[src/assert_macros.svh]
// Assertion macros for the RTL of the strip filter.
// Checks are compiled in unless SYNTH is defined.
`ifndef ASSERT_MACROS_SVH
`define ASSERT_MACROS_SVH
`ifndef SYNTH
// Checks that a condition holds at every rising clock edge outside reset.
`define ASSERT_ALWAYS(lbl, expr, msg) \
    lbl: assert property (@(posedge i_clk) disable iff (!i_rst_n) (expr)) else $error(msg);
// Checks that a condition implies another one in the next cycle.
`define ASSERT_NEXT(lbl, cond, expr, msg) \
    lbl: assert property (@(posedge i_clk) disable iff (!i_rst_n) (cond) |=> (expr)) \
        else $error(msg);
`else
`define ASSERT_ALWAYS(lbl, expr, msg)
`define ASSERT_NEXT(lbl, cond, expr, msg)
`endif
`endif

[src/pwsf_pkg.sv]
// Package for the punctuation and whitespace strip filter.
// Holds the item types and the token match functions; no dependencies.
`timescale 1ns / 1ps

package pwsf_pkg;

    typedef struct packed {
        logic [7:0] data_byte;
        logic       end_of_string;
    } t_in_item;

    typedef struct packed {
        logic [7:0] out_byte;
        logic       byte_valid;
        logic       last;
    } t_out_item;

    localparam logic [7:0] LEAD_EF  = 8'hEF;
    localparam logic [7:0] LEAD_E3  = 8'hE3;
    localparam logic [7:0] LEAD_E2  = 8'hE2;
    localparam logic [7:0] LEAD_C2  = 8'hC2;
    localparam logic [7:0] MID_BC   = 8'hBC;
    localparam logic [7:0] MID_80   = 8'h80;
    localparam logic [7:0] TRAIL_B7 = 8'hB7;

    function automatic logic is_drop1(input logic [7:0] b);
        return (b == 8'h3A) || (b == 8'h2C) || (b == 8'h2E) || (b == 8'h27) ||
               (b == 8'h22) || (b == 8'h28) || (b == 8'h29) || (b == 8'h5B) ||
               (b == 8'h5D) || (b == 8'h2D) || (b == 8'h2F) || (b == 8'h20) ||
               (b == 8'h09) || (b == 8'h0A) || (b == 8'h0D);
    endfunction

    function automatic logic is_lead(input logic [7:0] b);
        return (b == LEAD_EF) || (b == LEAD_E3) || (b == LEAD_E2) || (b == LEAD_C2);
    endfunction

    function automatic logic is_pair_prefix(input logic [7:0] a, input logic [7:0] b);
        return ((a == LEAD_EF) && (b == MID_BC)) || ((a == LEAD_E3) && (b == MID_80)) ||
               ((a == LEAD_E2) && (b == MID_80));
    endfunction

    function automatic logic is_triple(input logic [7:0] a, input logic [7:0] m,
                                       input logic [7:0] b);
        logic ef_tok;
        logic e3_tok;
        logic e2_tok;
        ef_tok = (a == LEAD_EF) && (m == MID_BC) &&
                 ((b == 8'h9A) || (b == 8'h8C) || (b == 8'h88) || (b == 8'h89));
        e3_tok = (a == LEAD_E3) && (m == MID_80) &&
                 ((b == 8'h82) || (b == 8'h81) || (b == 8'h8C) || (b == 8'h8D));
        e2_tok = (a == LEAD_E2) && (m == MID_80) && (b == 8'hA6);
        return ef_tok || e3_tok || e2_tok;
    endfunction

endpackage

[src/punctuation_whitespace_strip_filter.sv]
// Top level of the punctuation and whitespace strip filter.
// Depends on pwsf_pkg and assert_macros.svh.
//
//  channel  | valid   | stall   | payload
//  input    | i_valid | o_stall | i_data (t_in_item)
//  output   | o_valid | i_stall | o_data (t_out_item)
//
// An accepted item is registered and matched against the pending bytes; its
// zero to three results enter a four-entry output queue. One item per
// cycle is sustained while each item gives at most one result and i_stall
// is low; an item with more results holds the input until at most one
// entry is queued. Reset is synchronous and clears all control state.
`timescale 1ns / 1ps
`include "assert_macros.svh"

module punctuation_whitespace_strip_filter
    import pwsf_pkg::*;
(
    input  logic      i_clk,
    input  logic      i_rst_n,
    input  logic      i_valid,
    output logic      o_stall,
    input  t_in_item  i_data,
    output logic      o_valid,
    input  logic      i_stall,
    output t_out_item o_data
);

    logic      r_in_valid;
    t_in_item  r_in;
    logic [7:0] r_pend [2];
    logic [1:0] r_pcnt;
    t_out_item r_q [4];
    logic [2:0] r_cnt;

    logic      in_accept;
    logic      fire;
    logic      pop;
    t_out_item res [3];
    logic [1:0] nres;
    logic [1:0] wc;
    logic [7:0] w0;
    logic [7:0] w1;
    logic      need_single;
    t_out_item n_q [4];
    logic [2:0] n_cnt;
    logic [2:0] base;
    logic [2:0] idx;

    assign fire      = r_in_valid && (r_cnt <= 3'd1);
    assign o_stall   = r_in_valid && !fire;
    assign in_accept = i_valid && !o_stall;
    assign o_valid   = (r_cnt != 3'd0);
    assign o_data    = r_q[0];
    assign pop       = o_valid && !i_stall;

    always_comb begin
        res[0] = '0;
        res[1] = '0;
        res[2] = '0;
        nres = 2'd0;
        wc = 2'd0;
        w0 = r_pend[0];
        w1 = r_pend[1];
        need_single = 1'b0;
        unique case (r_pcnt)
            2'd2: begin
                if (!is_triple(r_pend[0], r_pend[1], r_in.data_byte)) begin
                    res[0] = '{out_byte: r_pend[0], byte_valid: 1'b1, last: 1'b0};
                    res[1] = '{out_byte: r_pend[1], byte_valid: 1'b1, last: 1'b0};
                    nres = 2'd2;
                    need_single = 1'b1;
                end
            end
            2'd1: begin
                if ((r_pend[0] == LEAD_C2) && (r_in.data_byte == TRAIL_B7)) begin
                    wc = 2'd0;
                end else if (is_pair_prefix(r_pend[0], r_in.data_byte)) begin
                    wc = 2'd2;
                    w1 = r_in.data_byte;
                end else begin
                    res[0] = '{out_byte: r_pend[0], byte_valid: 1'b1, last: 1'b0};
                    nres = 2'd1;
                    need_single = 1'b1;
                end
            end
            default: begin
                need_single = 1'b1;
            end
        endcase
        if (need_single) begin
            if (is_drop1(r_in.data_byte)) begin
                wc = 2'd0;
            end else if (is_lead(r_in.data_byte)) begin
                wc = 2'd1;
                w0 = r_in.data_byte;
            end else begin
                res[nres] = '{out_byte: r_in.data_byte, byte_valid: 1'b1, last: 1'b0};
                nres = nres + 2'd1;
            end
        end
        if (r_in.end_of_string) begin
            if (wc != 2'd0) begin
                res[nres] = '{out_byte: w0, byte_valid: 1'b1, last: 1'b0};
                nres = nres + 2'd1;
            end
            if (wc == 2'd2) begin
                res[nres] = '{out_byte: w1, byte_valid: 1'b1, last: 1'b0};
                nres = nres + 2'd1;
            end
            wc = 2'd0;
            if (nres == 2'd0) begin
                res[0] = '{out_byte: 8'h00, byte_valid: 1'b0, last: 1'b0};
                nres = 2'd1;
            end
            res[nres - 2'd1].last = 1'b1;
        end
    end

    always_comb begin
        n_q = r_q;
        base = r_cnt;
        idx = 3'd0;
        if (pop) begin
            n_q[0] = r_q[1];
            n_q[1] = r_q[2];
            n_q[2] = r_q[3];
            base = r_cnt - 3'd1;
        end
        if (fire) begin
            for (int k = 0; k < 3; k++) begin
                if (2'(k) < nres) begin
                    idx = base + 3'(k);
                    n_q[idx[1:0]] = res[k];
                end
            end
        end
        n_cnt = base + (fire ? {1'b0, nres} : 3'd0);
    end

    always_ff @(posedge i_clk) begin
        if (!i_rst_n) begin
            r_in_valid <= 1'b0;
            r_pcnt <= 2'd0;
            r_cnt <= 3'd0;
        end else begin
            if (in_accept) begin
                r_in_valid <= 1'b1;
            end else if (fire) begin
                r_in_valid <= 1'b0;
            end
            if (fire) begin
                r_pcnt <= wc;
            end
            r_cnt <= n_cnt;
        end
    end

    always_ff @(posedge i_clk) begin
        if (in_accept) begin
            r_in <= i_data;
        end
        if (fire) begin
            r_pend[0] <= w0;
            r_pend[1] <= w1;
        end
        r_q <= n_q;
    end

    `ASSERT_ALWAYS(a_queue_bound, r_cnt <= 3'd4, "Output queue count exceeds its depth.")
    `ASSERT_ALWAYS(a_pend_bound, r_pcnt != 2'd3, "Pending count exceeds two bytes.")
    `ASSERT_NEXT(a_eos_flush, fire && r_in.end_of_string, r_pcnt == 2'd0,
                 "Pending bytes remain after the end of a string.")
    `ASSERT_ALWAYS(a_pend_lead, (r_pcnt == 2'd0) || is_lead(r_pend[0]),
                   "Oldest pending byte is not a token lead byte.")

endmodule

[config.mk]
export PLATFORM = sky130hd
export DESIGN_NAME = punctuation_whitespace_strip_filter
export DESIGN_NICKNAME = d
export VERILOG_FILES = /design/src/pwsf_pkg.sv /design/src/punctuation_whitespace_strip_filter.sv
export VERILOG_INCLUDE_DIRS = /design/src /design/src/src
export SDC_FILE = /design/constraint.sdc
export NUM_CORES = 1
export LEC_CHECK = 0
export BUFFER_PORTS_ARGS = -buffer_cell sky130_fd_sc_hd__clkbuf_2
export CAP_MARGIN = 20
export CORE_MARGIN = 4
export CORE_UTILIZATION = 60
export DETAILED_ROUTE_END_ITERATION = 10
export PLACE_DENSITY = 0.78
export SETUP_SLACK_MARGIN = 0.15
export SLEW_MARGIN = 25
export SYNTH_ARGS = -nofsm -noshare
export SYNTH_HDL_FRONTEND = slang
export SYNTH_SLANG_ARGS = --single-unit
[constraint.sdc]
create_clock -name i_clk -period 16 [get_ports i_clk]
set_input_delay 3.2 -clock i_clk [delete_from_list [all_inputs] [get_ports i_clk]]
set_output_delay 3.2 -clock i_clk [all_outputs]
set_load 0.1 [all_outputs]
==> flow_summary.ini, run 1 <==
[status]
status = complete, no violations

[route]
drcViolationCount = 0
vias_per_cell = 7.20
drt_wl_total_um = 19100
routedWlPerCell_um = 22.3
num_vias = 6147
antenna_left = 0
drt_iter0_drc = 880
first_pass_iters = 9

[floorplanning]
initial_utilization = 0.619
core-area_um2 = 9820
die_w_um = 109
die_y_um = 109
ioPinCount = 25
dieArea_um2 = 11800
rows = 36

[clock_tree]
cts_resized = 0
root_buffer = clkbuf_8
numCtsBuffers = 9
worst_skew_pair.late_latency_ns = 0.38
path_clk_slew_ns = 0.08
ctsLongestPathBuffers = 2
cts_tree = done
cts_sinks = 71
ctsHoldBuffers = 0
h-tree-depth = 3
cts_setup_buffers = 0

[setup_path]
r2r_end = r_q[24]
cp-end-kind = flop
crit_top_cell = ha_1
crit_type = reg2reg
r2r_slack_ns = 9.39
crit_slowest_cell = a31oi_1
cp_max_fo = 23
cp_cell_sequence = and4b_1, nand4_2, a21oi_2, nor2_1, inv_1, ha_1, a211o_1, o22ai_4, ha_1, nand2_1, o21a_1, ha_1, a211oi_1, o221ai_1, o41ai_1, nand3_1, a31oi_1, a21oi_1, a21oi_1, a221oi_1
critical_path.startpoint = r_in[6]
critPathTopFamily = compound AO/OA/AOI/OAI gates
worst_path_largest_cell_delay_ns = 1.03
r2r.worst_path.cells = 20
worstSetupStartpointType = flop
worstPathArrival_ns = 6.83
crit_required_ns = 16.22
timing.rr.start = r_in[6]
crit_buf_inv = 1
cp_num_cells = 20
endpoint = r_q[24]

[global_route]
grt_max_degree = 49
grt.overflow.total = 0
track_usage = 0.333
grt_pass1_vias = 5661
antenna_found_initial = 0
grt_pass1_wl_um = 30300

[power_and_ir_drop]
p_leak_nw = 2.30
power_density_nw_per_um2 = 161
ir_worst_vdd_mv = 0.120

[synth]
yosys_warnings = 0
syn_avg_cell_area_um2 = 8.31
synthFlopType = dfxtp_1
syn_area_um2 = 6080
synthArstFlopShare = 0
synth_edf_count = 35
syn-num-nets = 759
yosys.cell_types.count = 92
syn-instance-count = 731
ys_ff_latch = 71
seq_area_frac_synth = 0.292

[sta]
fin_worst_skew_ns = 0.0223
min_period_ns = 6.61
max_freq_mhz = 151
worst_pin_slew_ns = 1.11
setup_violations = 0
slew_headroom = 0.254
report.final.hold_viol_count = 0
fin_tns_setup_ns = 0
drv_slew = 0
rsz0062_at_grt = false
period_share = 0.413

[finish]
drive_gt1_frac = 0.118
fillerInstances = 880
n_antenna_cell = 0
nets = 744
syn2layout_area_growth_pct = 3.62
finalInstanceArea_um2 = 6300

[placed_design]
placed_area_um2 = 6120
dpl.hpwl_um = 13800
place.port_buffers = 24
gp_congestion = 0.988

[worst_hold_path]
hold_class = reg2reg

[flow_run]
maxCapViolations = 0
## registers in the layout, summed over array words and instances (netlist names)
name and count:
o_data 10, r_cnt 3, r_in 9, r_in_valid 1, r_pcnt 2, r_pend 16, r_q 30
## kinds of logic after synthesis
kind of cell,Yosys count,share of synthesized area
adder cells (fa/ha/maj),15,0.0321
multiplexers,45,0.0762
buffers and inverters,82,0.0671
AND/OR/NAND/NOR,252,0.204
AO/OA/AOI/OAI,261,0.322
XOR/XNOR,5,0.00721
flip-flops,71,0.292
## synth_stat cells, types with 6 or more instances
cell / number / area [µm²]
and3_1: 10 / 62.6
inv_1: 22 / 82.6
o221ai_1: 8 / 70.1
and2_1: 8 / 50.1
a21oi_1: 48 / 240
o21ai_0: 31 / 155
nor3_1: 11 / 55.1
nand2b_1: 8 / 50.1
clkbuf_1: 22 / 82.6
nor2b_1: 12 / 75.1
nand4_1: 6 / 37.5
nand3_1: 22 / 110
dfxtp_1: 36 / 721
a31oi_1: 14 / 87.6
a22o_1: 7 / 61.3
buf_4: 17 / 128
a22oi_1: 15 / 113
a211oi_1: 13 / 97.6
nor2_1: 61 / 229
o21ai_1: 12 / 60.1
mux2i_1: 35 / 350
a221oi_1: 10 / 87.6
o211ai_1: 9 / 67.6
buf_2: 15 / 75.1
o22ai_1: 12 / 75.1
ha_1: 14 / 175
edfxtp_1: 35 / 1050
nand2_1: 83 / 312
mux2_2: 9 / 101
a21o_1: 7 / 52.6
## placed cells by master (no fill, tap or decap), types with 6 or more instances in the layout
cell and n:
a22o_1 7, o211ai_1 9, a221oi_1 10, clkbuf_2 24, a22oi_1 15, nand3_1 22
and2_1 8, nor2_1 61, edfxtp_1 35, buf_4 8, ha_1 14, inv_1 22
o21ai_0 31, o221ai_1 8, o22ai_1 12, nand2b_1 8, a211oi_1 13, nor2b_1 11
a21o_1 7, dfxtp_1 36, a31oi_1 14, and3_1 10, nand2_1 83, mux2_2 9
nor3_1 11, nand4_1 6, a21oi_1 48, clkbuf_8 9, mux2i_1 35, o21ai_1 12
## stage by stage
step	total power, W	cells	hold WS, ns	worst slack [ns]	utilization
floorplan	0.000762	731	0.503	10.56	-
global placement	0.000846	838	0.547	9.63	0.623
detailed placement	0.000859	838	0.569	9.56	0.623
CTS	0.00100	854	0.580	9.56	0.641
global route	0.00107	854	0.598	8.98	0.641
finish	0.00101	854	0.580	9.39	0.641
## how the worst min path moves through the flow
stage / from / depth (start not counted) / end / slack (ns)
finish: r_q[13] / 2 / r_q[13] / 0.58
global route: r_q[16] / 2 / r_q[16] / 0.60
floorplan: r_pend[0][7] / 2 / r_pend[0][7] / 0.50
CTS: r_q[16] / 2 / r_q[16] / 0.58
detailed placement: r_q[13] / 2 / r_q[13] / 0.57
global placement: r_q[13] / 2 / r_q[13] / 0.55
## power breakdown
group	switching (W)	total, W	leakage [nW]	internal, W
clock	0.0000725	0.000144	0.0880	0.0000715
sequential	0.0000482	0.000310	0.629	0.000262
combinational	0.000371	0.000559	1.59	0.000188
total	0.000492	0.00101	2.30	0.000522
## final cells by class
class | count | area (µm²) | share of cell area
Clock inverter | 4 | 46.3 | 0.00735
Tap cell | 133 | 166 | 0.0264
Clock buffer | 12 | 135 | 0.0215
Timing Repair Buffer | 32 | 180 | 0.0286
Sequential cell | 71 | 1770 | 0.281
Multi-Input combinational cell | 578 | 3910 | 0.620
Inverter | 24 | 92.6 | 0.0147
## metal layers
layer  global-route usage  up-vias  wire length, µm
met2                0.499      420             8330
met4                0.129        0              620
met3               0.0817       68             2320
li1                     -     2757                -
met5                    0        -                0
met1                0.464     2902             7820
## worst register-to-register path: cells and delay by family, from the launching register on
kind / cells / cell delay (ns)
fa+ha+maj: 3 / 0.99
compound gates: 11 / 3.22
flops: 1 / 0.85
buf+inv: 1 / 0.12
simple gates: 5 / 1.28
Power figures use the tool's default switching activity.
==> run 2, diff against run 1 <==
--- a/config.mk
+++ b/config.mk
@@ -6,6 +6,7 @@
 export SDC_FILE = /design/constraint.sdc
 export NUM_CORES = 1
 export LEC_CHECK = 0
+export ABC_AREA = 1
 export BUFFER_PORTS_ARGS = -buffer_cell sky130_fd_sc_hd__clkbuf_2
 export CAP_MARGIN = 20
 export CORE_MARGIN = 4
==> constraint.sdc (replaced) <==
create_clock -name i_clk -period 6.62 [get_ports i_clk]
set_input_delay 1.324 -clock i_clk [delete_from_list [all_inputs] [get_ports i_clk]]
set_output_delay 1.324 -clock i_clk [all_outputs]
set_load 0.1 [all_outputs]
==> run 2 against run 1 <==
Global-route usage shrank 2.2 points. Critical path depth up 8. Clock skew fell by 0.0053 ns. Cell area rose by 4.9%. Synthesized cell count increased by 41%. Highest routed layer unchanged.
==> flow_summary.ini, run 2 <==
[finish]
finalInstanceArea_um2 = 6610
n_antenna_cell = 0
largest_register_ff_count = 30
nets = 1054
syn2layout_area_growth_pct = 4.43
drive_gt1_frac = 0.115
fillerInstances = 1008
mostFrequentLayoutCells = 357 x nand2_1, 126 x inv_1, 86 x o21ai_0, 76 x a21oi_1, 66 x nor2_1
regMostFlops = r_q
mostFrequentLayoutCell = nand2_1

[placed_design]
dpl.hpwl_um = 14200
placed_area_um2 = 6380
gp_congestion = 1.01
place.port_buffers = 24

[global_route]
grt.overflow.total = 0
grt_pass1_wl_um = 31200
grt_max_degree = 86
antenna_found_initial = 0
grt_pass1_vias = 6261
track_usage = 0.311

[clock_tree]
root_buffer = clkbuf_8
cts_tree = done
worst_skew_pair.late_latency_ns = 0.37
cts_sinks = 71
cts_resized = 0
ctsLongestPathBuffers = 2
ctsHoldBuffers = 0
h-tree-depth = 3
cts_setup_buffers = 0
numCtsBuffers = 9
path_clk_slew_ns = 0.07

[synth]
synth_top_cell_by_area = nand2_1
syn_avg_cell_area_um2 = 6.13
yosysMostFrequentCell = nand2_1
syn-instance-count = 1032
synthArstFlopShare = 0
syn_area_um2 = 6330
netlist_top_cells_area = nand2_1 21%, edfxtp_1 17%, dfxtp_1 11%
yosys_warnings = 0
yosys.cell_types.count = 43
synth_edf_count = 35
seq_area_frac_synth = 0.280
synth_commonest_cells = 358 x nand2_1, 126 x inv_1, 86 x o21ai_0
ys_ff_latch = 71
syn-num-nets = 1060
synthFlopType = dfxtp_1
synth_top_area_share = 0.212

[floorplanning]
dieArea_um2 = 12300
die_y_um = 111
die_w_um = 111
core-area_um2 = 10300
initial_utilization = 0.616
rows = 37
ioPinCount = 25

[sta]
whs_ns = 0.497
slew_headroom = 0.459
rsz0062_at_grt = false
worst_pin_slew_ns = 0.812
period_share = 0.736
setup_violations = 0
min_period_ns = 4.87
fin_tns_setup_ns = 0
fin_worst_skew_ns = 0.0170
drv_slew = 0
report.final.hold_viol_count = 0
max_freq_mhz = 205

[setup_path]
cp-end-kind = flop
worstPathArrival_ns = 5.13
crit_slowest_cell = edfxtp_1
crit_type = reg2reg
r2r_slack_ns = 1.75
crit_required_ns = 6.87
crit_top_cell = nand2_1
cp_max_fo = 10
worst_path_largest_cell_delay_ns = 0.64
worstSetupStartpointType = flop
critPathTopFamily = simple AND/OR/NAND/NOR gates
crit_buf_inv = 3

[route]
routedWlPerCell_um = 16.3
vias_per_cell = 5.70
antenna_left = 0
drt_iter0_drc = 895
first_pass_iters = 6
wl_met1_um = 8210
drcViolationCount = 0
route.met2.wl_um = 8130
top_layer = met4
wl_met3_um = 2170
num_vias = 6657
drt_wl_total_um = 19000

[power_and_ir_drop]
p_leak_nw = 3.59
power_density_nw_per_um2 = 417
ir_worst_vdd_mv = 0.339

[worst_hold_path]
hold_class = reg2reg

[flow_run]
maxCapViolations = 0

[status]
status = complete, no violations
## run 2: cell count changes after synthesis, sizes merged, moves of 26 or more
| cell | previous run | this run |
|---|---|---|
| nand2 | 83 | 372 |
| o21ai | 43 | 95 |
| or2 | 1 | 32 |
| inv | 24 | 136 |
| nand3 | 22 | 69 |
| a21oi | 52 | 78 |
## run 2: cells by family (layout without fill, tap and decap cells)
| logic type | count (synthesis) | after routing | share of synthesized area |
|---|---|---|---|
| simple gates | 566 | 566 | 0.389 |
| compound gates | 187 | 187 | 0.156 |
| buf+inv | 179 | 178 | 0.122 |
| flops | 71 | 71 | 0.280 |
| fa+ha+maj | 15 | 15 | 0.0308 |
| mux | 12 | 12 | 0.0192 |
| xor+xnor | 2 | 2 | 0.00277 |
## run 2: worst paths after layout
| kind | start | end | cells past startpoint |
|---|---|---|---|
| max | r_in[3] | r_cnt[2] | 28 |
| min reg2reg | r_pcnt[1] | r_pcnt[1] | 2 |
| min | r_pcnt[1] | r_pcnt[1] | 2 |
| max reg2reg | r_in[3] | r_cnt[2] | 28 |
## run 2: layout make-up
type                            instances  area [µm²]  share of cell area
Clock buffer                           13         180              0.0273
Sequential cell                        71        1770               0.268
Timing Repair Buffer                   25         128              0.0193
Clock inverter                          3        45.0             0.00682
Inverter                              137         514              0.0778
Multi-Input combinational cell        782        3800               0.575
Tap cell                              136         170              0.0257
## run 2: through the flow
step | total power [W] | utilization | instances | worst slack (ns)
floorplan | 0.00206 | - | 1032 | 2.50
global placement | 0.00230 | 0.621 | 1151 | 1.93
detailed placement | 0.00232 | 0.621 | 1151 | 1.81
CTS | 0.00274 | 0.643 | 1167 | 1.77
global route | 0.00300 | 0.643 | 1167 | 1.40
finish | 0.00276 | 0.643 | 1167 | 1.75
## run 2: where the power goes
part	total [W]	leakage (nW)	internal, W	switching (W)
clock network	0.000416	0.116	0.000220	0.000196
logic	0.00160	2.85	0.000492	0.00111
registers	0.000743	0.630	0.000650	0.0000933
## run 2: worst min-delay path: stages (launching register included)
cell and delay, ns:
dfxtp_1 0.33, nand2_1 0.07, a21oi_1 0.06
## run 2: routing by layer
metal	global-route usage	up-vias
li1	-	3269
met1	0.429	2958
met2	0.472	366
met3	0.0830	64
met4	0.109	0
met5	0	-
